### config.mk
export PLATFORM = sky130hd
export DESIGN_NAME = ack_window_send_pacer_top
export DESIGN_NICKNAME = d
export VERILOG_FILES = /design/src/hw/rtl/awsp_pkg.sv /design/src/hw/rtl/ack_window_send_pacer_top.sv
export SDC_FILE = /design/constraint.sdc
export NUM_CORES = 2
export LEC_CHECK = 0
export ABC_CLOCK_PERIOD_IN_PS = 14000
export BUFFER_PORTS_ARGS = -buffer_cell sky130_fd_sc_hd__buf_4
export CAP_MARGIN = 10
export CORE_UTILIZATION = 35
export DETAILED_ROUTE_END_ITERATION = 10
export PLACE_DENSITY_LB_ADDON = 0.2
export SLEW_MARGIN = 20
export SYNTH_ARGS = -nofsm -noshare
export SYNTH_HDL_FRONTEND = slang
export SYNTH_SLANG_ARGS = --single-unit
### constraint.sdc
create_clock -name clk -period 14 [get_ports clk]
set_input_delay 2.8 -clock clk [delete_from_list [all_inputs] [get_ports clk]]
set_output_delay 2.8 -clock clk [all_outputs]
set_load 0.005 [all_outputs]
### src/hw/rtl/awsp_pkg.sv
package awsp_pkg;

  // configuration register indexes (byte address = 8 * index)
  localparam logic [2:0] REG_TARGET_WINDOW      = 3'd0;
  localparam logic [2:0] REG_INITIAL_WINDOW     = 3'd1;
  localparam logic [2:0] REG_SEND_INTERVAL_NS   = 3'd2;
  localparam logic [2:0] REG_OWN_ID             = 3'd3;
  localparam logic [2:0] REG_IS_SERVER          = 3'd4;
  localparam logic [2:0] REG_INITIAL_PEER       = 3'd5;
  localparam logic [2:0] REG_INITIAL_PEER_KNOWN = 3'd6;

  // input kinds
  localparam logic CMD_ACK  = 1'b0;
  localparam logic CMD_TICK = 1'b1;

  // result status codes
  localparam logic [1:0] ST_ACK_USED = 2'd0;
  localparam logic [1:0] ST_NOT_ACK  = 2'd1;
  localparam logic [1:0] ST_FOREIGN  = 2'd2;
  localparam logic [1:0] ST_TICK     = 2'd3;

  // configuration reset values
  localparam logic [15:0] TARGET_WINDOW_RST  = 16'd2500;
  localparam logic [15:0] INITIAL_WINDOW_RST = 16'd32;
  localparam logic [31:0] SEND_INTERVAL_RST  = 32'd1000000;

  localparam logic [30:0] UNKNOWN_WAIT_NS = 31'd1000000000;
  localparam logic [30:0] WAIT_MAX        = 31'h7FFF_FFFF;
  localparam logic [15:0] WINDOW_DROP     = 16'd20;
  localparam logic [15:0] BURST_MAX       = 16'hFFFF;

  localparam int IN_DATA_W  = 192;
  localparam int OUT_DATA_W = 144;

endpackage

### src/hw/rtl/ack_window_send_pacer_top.sv
// Sender-side window controller. Each input item is an ack event (tuser = 0) or a send
// tick (tuser = 1) and yields exactly one result. One item is taken every clock cycle
// unless m_tready low holds the result register; an item passes the input register, then
// the result register, as the whole update of the window, counters and pacing timer is one
// combinational pass between those two registers. When the result register is
// held by m_tready low, one further item is still taken into the input register.
// Configuration is through a 64-bit APB port, register i at byte address 8*i; writing
// initial_window, initial_peer or initial_peer_known also loads the live window, peer
// address or peer-known flag. Write configuration only while no item is in flight.
module ack_window_send_pacer_top
  import awsp_pkg::*;
(
  input  logic                  clk,
  input  logic                  rst,
  // stream in
  input  logic                  s_tvalid,
  output logic                  s_tready,
  // now_ns[62:0], seq_number[94:63], ack_seq[126:95], src_id[142:127],
  // source_addr[190:143], zero[191]
  input  logic [IN_DATA_W-1:0]  s_tdata,
  // cmd[0]
  input  logic                  s_tuser,
  // stream out
  output logic                  m_tvalid,
  input  logic                  m_tready,
  // send_count[15:0], first_seq[46:16], dest_addr[94:47], wait_ns[125:95],
  // window_now[141:126], zero[143:142]
  output logic [OUT_DATA_W-1:0] m_tdata,
  // status[1:0]
  output logic [1:0]            m_tuser,
  // configuration
  input  logic                  psel,
  input  logic                  penable,
  input  logic                  pwrite,
  input  logic [5:0]            paddr,
  input  logic [63:0]           pwdata,
  output logic [63:0]           prdata,
  output logic                  pready
);

  // configuration registers
  logic [15:0] target_window;
  logic [15:0] initial_window;
  logic [31:0] send_interval_ns;
  logic [15:0] own_id;
  logic        is_server;
  logic [47:0] initial_peer;
  logic        initial_peer_known;

  // controller state
  logic [15:0] window;
  logic [31:0] packets_sent;
  logic [31:0] max_acked;
  logic [63:0] next_send_time;
  logic [16:0] newest_peer_id;
  logic [47:0] peer_addr;
  logic        peer_known;

  // input register
  logic        in_vld;
  logic        in_cmd;
  logic [62:0] in_now;
  logic [31:0] in_seq;
  logic [31:0] in_ack;
  logic [15:0] in_sid;
  logic [47:0] in_src;

  // result register
  logic        out_vld;
  logic [15:0] out_count;
  logic [30:0] out_first;
  logic [47:0] out_dest;
  logic [30:0] out_wait;
  logic [1:0]  out_status;
  logic [15:0] out_window;

  // next state and result
  logic [15:0] window_next;
  logic [31:0] packets_sent_next;
  logic [31:0] max_acked_next;
  logic [63:0] next_send_time_next;
  logic [16:0] newest_peer_id_next;
  logic [47:0] peer_addr_next;
  logic        peer_known_next;
  logic [15:0] count_next;
  logic [30:0] first_next;
  logic [30:0] wait_next;
  logic [1:0]  status_next;

  logic        adv;
  logic        cfg_wr;

  assign adv      = !out_vld || m_tready;
  assign s_tready = !in_vld || adv;
  assign cfg_wr   = psel && penable && pwrite;
  assign pready   = 1'b1;

  assign m_tvalid = out_vld;
  assign m_tuser  = out_status;
  assign m_tdata  = {2'b00, out_window, out_wait, out_dest, out_first, out_count};

  always_comb begin
    logic [31:0] outs;
    logic        burst_ok;
    logic [33:0] amt;
    logic        timed;
    logic [63:0] now64;
    logic [63:0] send_at;
    logic [31:0] outs_n;
    logic        lt_n;
    logic [63:0] diff;

    now64    = {1'b0, in_now};
    send_at  = now64 + {32'd0, send_interval_ns};
    outs     = packets_sent - max_acked - 32'd1;
    burst_ok = $signed({outs[31], outs}) < $signed({17'd0, window});
    amt      = {18'd0, window} - {{2{outs[31]}}, outs};
    timed    = next_send_time < now64;

    window_next         = window;
    packets_sent_next   = packets_sent;
    max_acked_next      = max_acked;
    next_send_time_next = next_send_time;
    newest_peer_id_next = newest_peer_id;
    peer_addr_next      = peer_addr;
    peer_known_next     = peer_known;
    count_next          = '0;
    first_next          = '0;
    status_next         = ST_TICK;

    case (in_cmd)
      CMD_ACK: begin
        if (in_seq != '1) begin
          status_next = ST_NOT_ACK;
        end else begin
          // server roams to a higher-numbered peer announcing itself
          if (is_server && ($signed({1'b0, in_sid}) > $signed(newest_peer_id))
              && (in_ack == '1)) begin
            newest_peer_id_next = {1'b0, in_sid};
            peer_addr_next      = in_src;
            peer_known_next     = 1'b1;
          end
          if (in_sid != own_id) begin
            status_next = ST_FOREIGN;
          end else begin
            status_next = ST_ACK_USED;
            if ($signed(in_ack) > $signed(max_acked)) begin
              max_acked_next = in_ack;
            end
            if (window < target_window) begin
              window_next = window + 16'd1;
            end else if (window > target_window) begin
              window_next = (window > WINDOW_DROP) ? window - WINDOW_DROP : 16'd0;
            end
          end
        end
      end
      default: begin
        status_next = ST_TICK;
        if (peer_known) begin
          if (burst_ok) begin
            count_next          = (|amt[33:16]) ? BURST_MAX : amt[15:0];
            packets_sent_next   = packets_sent + {16'd0, count_next};
            next_send_time_next = send_at;
          end else if (timed) begin
            count_next          = 16'd1;
            packets_sent_next   = packets_sent + 32'd1;
            next_send_time_next = send_at;
          end
          if (count_next != '0) begin
            first_next = packets_sent[30:0];
          end
        end
      end
    endcase

    // wait time seen from the updated state
    outs_n = packets_sent_next - max_acked_next - 32'd1;
    lt_n   = $signed({outs_n[31], outs_n}) < $signed({17'd0, window_next});
    diff   = next_send_time_next - now64;
    if (!peer_known_next) begin
      wait_next = UNKNOWN_WAIT_NS;
    end else if (lt_n || (next_send_time_next <= now64)) begin
      wait_next = '0;
    end else if (|diff[63:31]) begin
      wait_next = WAIT_MAX;
    end else begin
      wait_next = diff[30:0];
    end
  end

  always_ff @(posedge clk) begin
    if (rst) begin
      in_vld  <= 1'b0;
      out_vld <= 1'b0;
    end else begin
      if (s_tvalid && s_tready) begin
        in_vld <= 1'b1;
      end else if (adv) begin
        in_vld <= 1'b0;
      end
      if (adv) begin
        out_vld <= in_vld;
      end
    end
  end

  always_ff @(posedge clk) begin
    if (s_tvalid && s_tready) begin
      in_cmd <= s_tuser;
      in_now <= s_tdata[62:0];
      in_seq <= s_tdata[94:63];
      in_ack <= s_tdata[126:95];
      in_sid <= s_tdata[142:127];
      in_src <= s_tdata[190:143];
    end
    if (adv && in_vld) begin
      out_count  <= count_next;
      out_first  <= first_next;
      out_dest   <= peer_addr_next;
      out_wait   <= wait_next;
      out_status <= status_next;
      out_window <= window_next;
    end
  end

  always_ff @(posedge clk) begin
    if (rst) begin
      target_window      <= TARGET_WINDOW_RST;
      initial_window     <= INITIAL_WINDOW_RST;
      send_interval_ns   <= SEND_INTERVAL_RST;
      own_id             <= '0;
      is_server          <= 1'b0;
      initial_peer       <= '0;
      initial_peer_known <= 1'b0;
      window             <= INITIAL_WINDOW_RST;
      packets_sent       <= '0;
      max_acked          <= '1;
      next_send_time     <= '0;
      newest_peer_id     <= '1;
      peer_addr          <= '0;
      peer_known         <= 1'b0;
    end else begin
      if (adv && in_vld) begin
        window         <= window_next;
        packets_sent   <= packets_sent_next;
        max_acked      <= max_acked_next;
        next_send_time <= next_send_time_next;
        newest_peer_id <= newest_peer_id_next;
        peer_addr      <= peer_addr_next;
        peer_known     <= peer_known_next;
      end
      if (cfg_wr) begin
        unique case (paddr[5:3])
          REG_TARGET_WINDOW:    target_window <= pwdata[15:0];
          REG_INITIAL_WINDOW: begin
            initial_window <= pwdata[15:0];
            window         <= pwdata[15:0];
          end
          REG_SEND_INTERVAL_NS: send_interval_ns <= pwdata[31:0];
          REG_OWN_ID:           own_id <= pwdata[15:0];
          REG_IS_SERVER:        is_server <= pwdata[0];
          REG_INITIAL_PEER: begin
            initial_peer <= pwdata[47:0];
            peer_addr    <= pwdata[47:0];
          end
          REG_INITIAL_PEER_KNOWN: begin
            initial_peer_known <= pwdata[0];
            peer_known         <= pwdata[0];
          end
          default: ;
        endcase
      end
    end
  end

  always_comb begin
    unique case (paddr[5:3])
      REG_TARGET_WINDOW:      prdata = {48'd0, target_window};
      REG_INITIAL_WINDOW:     prdata = {48'd0, initial_window};
      REG_SEND_INTERVAL_NS:   prdata = {32'd0, send_interval_ns};
      REG_OWN_ID:             prdata = {48'd0, own_id};
      REG_IS_SERVER:          prdata = {63'd0, is_server};
      REG_INITIAL_PEER:       prdata = {16'd0, initial_peer};
      REG_INITIAL_PEER_KNOWN: prdata = {63'd0, initial_peer_known};
      default:                prdata = '0;
    endcase
  end

  // no packets reported means no first sequence number
  a_first_zero: assert property (@(posedge clk) disable iff (rst)
    m_tvalid && (out_count == '0) |-> (out_first == '0))
    else $error("first_seq nonzero with no packets to send");

  // only ticks send packets
  a_ack_no_send: assert property (@(posedge clk) disable iff (rst)
    m_tvalid && (m_tuser != ST_TICK) |-> (out_count == '0))
    else $error("ack event reported packets to send");

  // an item held by a stalled result stays put
  a_in_hold: assert property (@(posedge clk) disable iff (rst)
    in_vld && out_vld && !m_tready |=> in_vld && $stable(in_now) && $stable(in_cmd))
    else $error("input register lost its item during a stall");

endmodule
==> results.py <==
metrics = {
    "sta": {
        "maxSlewHeadroom_pct": 27.2,
        "setup_viol": 0,
        "period_needed_ns": 12.77,
        "drv_slew": 0,
        "clock.fmax_mhz": 78.3,
        "tightest_slew_ns": 1.09,
        "setup-tns-final_ns": 0,
        "rsz0062_at_grt": "no",
        "fin_crit_sh_pct": 91.2,
        "hold_viol": 0,
        "fin_skew_ns": 0.0482,
    },
    "route": {
        "ant_nets": 0,
        "drt_iter0_markers": 2545,
        "drc": 0,
        "routed_wl_mm": 141,
        "vias": 36200,
        "drtPass1Iterations": 5,
        "vias_per_cell": 5.38,
        "wire_per_inst_um": 20.9,
    },
    "yosys": {
        "synth_edf_count": 336,
        "async_reset_ff_share_pct": 0,
        "ys_seq_elements": 678,
        "avgSynthCellArea_um2": 8.91,
        "syn_area_um2": 42100,
        "synth.area.top_cells": "edfxtp_1 24%, dfxtp_1 16%, ha_1 10%, a21oi_1 5.8%, nand2_1 5.7%",
        "yosysWarningCount": 0,
        "yosysSeqAreaShare_pct": 40.2,
        "yosys.area.top_type_share_pct": 24.0,
        "synth_area_leader_cell": "edfxtp_1",
        "synthFlopType": "dfxtp_1",
        "netlist_instances": 4728,
        "synth_cell_types": 101,
    },
    "critical_path": {
        "cp-start-kind": "flop",
        "path_max_fanout": 14,
        "worstSetupEndpointType": "flop",
        "cp-startpoint": "packets_sent[0]",
        "worst-path-stages": 60,
        "reg2reg_depth": 60,
        "cp_top_family": "compound AO/OA/AOI/OAI gates",
        "rr_endpoint": "out_wait[4]",
        "crit_buf_inv": 4,
        "r2r_slack_ns": 1.23,
        "crit_end": "out_wait[4]",
        "crit_top_cell": "a21oi_1",
        "required_ns": 14.40,
        "arrival_ns": 13.17,
        "cpMaxStageDelayCell": "dfxtp_1",
        "crit_path_max_incr_delay_ns": 0.50,
        "r2r-start": "packets_sent[0]",
        "critPathKind": "reg2reg",
    },
    "global_route": {
        "grt_pass1_vias": 34100,
        "antenna_found_initial": 12,
        "grt_usage_pct": 22.5,
        "grt_pass1_wl_mm": 211,
        "grt_max_degree": 145,
        "grt-ovfl-total": 0,
    },
    "power": {
        "p_sw_mw": 1.33,
        "p_int_mw": 3.57,
        "power-per-cell-area_nw_per_um2": 98.9,
        "ir_worst_vdd_mv": 0.103,
        "seqPwrFrac_pct": 44.8,
        "p_leak_nw": 20.5,
        "switching_share_pct": 27.2,
        "p_comb_share_pct": 11.9,
        "p_total_mw": 4.91,
        "clock_power_share_pct": 43.3,
    },
    "floorplan": {
        "die_x_um": 349,
        "ios": 483,
        "initial_core_util_pct": 35.5,
        "num_rows": 126,
        "fp.coreArea_um2": 119000,
        "dieArea_um2": 122000,
        "die_y_um": 349,
    },
    "place": {
        "dpl.hpwl_mm": 105,
        "gp_congestion": 0.912,
        "io_buffers": 443,
    },
    "layout": {
        "layout-drive-gt1-share_pct": 15.6,
        "layout.nets": 5666,
        "fillCellCount": 11900,
        "synthToLayoutAreaGrowth_pct": 17.9,
    },
    "clocking": {
        "htreeDepth": 3,
        "cts.sinks": 678,
        "cts_buffer_depth": 3,
        "cts_buffers": 81,
        "clk_latency_ns": 0.69,
        "cts_tree": "done",
        "clkTransAtPathRegs_ns": 0.07,
        "cts_hold_buf": 0,
        "cts-root-buf": "clkbuf_16",
    },
    "status": {
        "outcome": "finished clean",
    },
    "run": {
        "drv_cap": 0,
    },
    "hold_path": {
        "hold_path.class": "reg2reg",
    },
}
[layout make-up]
cell class	instances	area (um2)	area share (%)
Sequential cell	678	16900	34.1
Clock buffer	102	2210	4.45
Tap cell	1600	2000	4.03
Inverter	231	875	1.76
Clock inverter	50	475	0.958
Antenna cell	8	20.0	0.0403
Timing Repair Buffer	485	3670	7.40
Multi-Input combinational cell	3576	23500	47.2
[tightest hold or removal path, stage by stage (launching register included)]
cell and delay (ns):
dfxtp_1 0.30, nand2_1 0.05, a21oi_1 0.05
[per-layer routing]
metal / up-vias / track usage [%] / wire length [um]
met1: 17200 / 30.1 / 62500
met2: 1051 / 37.1 / 66000
li1: 17700 / - / -
met5: - / 0 / 41
met4: 6 / 7.06 / 4040
met3: 191 / 3.44 / 8350
[power groups by stage]
stage / clock network [mW] / logic [mW] / registers, mW
2_1_floorplan: 0 / 0.361 / 2.23
3_3_place_gp: 0 / 0.576 / 2.24
3_5_place_dp: 0 / 0.578 / 2.24
4_1_cts: 2.17 / 0.582 / 2.20
5_1_grt: 2.25 / 0.641 / 2.21
6_report: 2.13 / 0.582 / 2.20
[Yosys cell counts, types with 8 or more instances]
cell,count
nor2_1,404
o21a_1,35
a311oi_1,60
mux2_2,99
nor4_1,25
nand2b_1,42
o211ai_1,13
edfxtp_1,336
clkbuf_1,217
mux2i_1,15
o21ai_0,163
ha_1,337
xor2_1,85
xnor2_1,142
a22oi_1,37
nand3b_1,15
a211oi_1,41
a21boi_0,10
and3_1,55
nor3_1,75
a31oi_1,40
a31o_2,8
nor2b_1,45
dfxtp_1,342
and2_1,49
inv_1,230
buf_4,19
buf_1,18
or3_1,25
and4_1,12
a22o_1,16
nand2_1,638
nand3_1,73
o21bai_1,31
a21o_1,112
a21oi_1,490
a211o_1,59
a21oi_2,13
a2111oi_0,12
or2_2,12
o22ai_1,31
nand4_1,96
o31ai_1,14
[state kept, by name, summed over array words and instances, names as in the netlist, 17 cells and up]
register          flops
in_ack               32
in_now               63
in_seq               32
in_src               48
initial_peer         48
max_acked            32
newest_peer_id       17
next_send_time       64
out_dest             48
out_first            31
out_wait             31
packets_sent         32
peer_addr            48
send_interval_ns     32
[cells in the final DEF, fill, tap and decap left out, types with 16 or more instances in the layout]
| cell type | n |
|---|---|
| nand2_1 | 637 |
| a21oi_1 | 487 |
| buf_4 | 482 |
| nor2_1 | 402 |
| dfxtp_1 | 342 |
| ha_1 | 337 |
| edfxtp_1 | 336 |
| inv_1 | 230 |
| o21ai_0 | 163 |
| xnor2_1 | 142 |
| a21o_1 | 112 |
| mux2_2 | 99 |
| nand4_1 | 96 |
| xor2_1 | 85 |
| clkbuf_16 | 82 |
| nor3_1 | 75 |
| nand3_1 | 73 |
| a311oi_1 | 60 |
| a211o_1 | 59 |
| and3_1 | 54 |
| and2_1 | 48 |
| nor2b_1 | 43 |
| nand2b_1 | 41 |
| a211oi_1 | 40 |
| a31oi_1 | 40 |
| a22oi_1 | 37 |
| o21a_1 | 35 |
| o21bai_1 | 31 |
| o22ai_1 | 31 |
| or3_1 | 25 |
| nor4_1 | 24 |
| conb_1 | 19 |
| clkinv_2 | 17 |
| a22o_1 | 16 |
[worst min path at each step]
stage / to / start / slack (ns) / cells past startpoint
6_report: initial_peer[40] / initial_peer[40] / 0.45 / 2
5_1_grt: initial_peer[41] / initial_peer[41] / 0.47 / 2
4_1_cts: initial_window[5] / initial_window[5] / 0.45 / 2
3_5_place_dp: initial_window[5] / initial_window[5] / 0.44 / 2
3_3_place_gp: initial_window[5] / initial_window[5] / 0.43 / 2
2_1_floorplan: initial_window[5] / initial_window[5] / 0.42 / 2
[cell families after synthesis]
group                    count (synthesis)  share of synthesized area [%]
flip-flops                             678                           40.2
AND/OR/NAND/NOR                       1602                           17.6
XOR/XNOR                               228                           4.78
AO/OA/AOI/OAI                         1268                           19.5
adder cells (fa/ha/maj)                343                           10.3
buffers and inverters                  492                           4.60
other                                    2                         0.0178
multiplexers                           115                           3.03
[through the flow]
| step | utilization, % | area (um2) | hold WS, ns | setup slack [ns] | std cells |
|---|---|---|---|---|---|
| floorplan | - | 42200 | 0.423 | 2.99 | 4745 |
| global placement | 39.4 | 46800 | 0.432 | 0.844 | 6566 |
| detailed placement | 39.4 | 46800 | 0.438 | 0.827 | 6566 |
| CTS | 41.7 | 49500 | 0.448 | 0.766 | 6718 |
| global route | 41.8 | 49600 | 0.467 | 0.145 | 6730 |
| finish | 41.8 | 49600 | 0.451 | 1.23 | 6730 |
[timing repair]
action | 4_1_cts | 5_1_grt
setup buffers | 0 | 3
gates resized for setup | 0 | 9
setup endpoints to repair | 0 | 31
(Power assumes the default switching activity.)
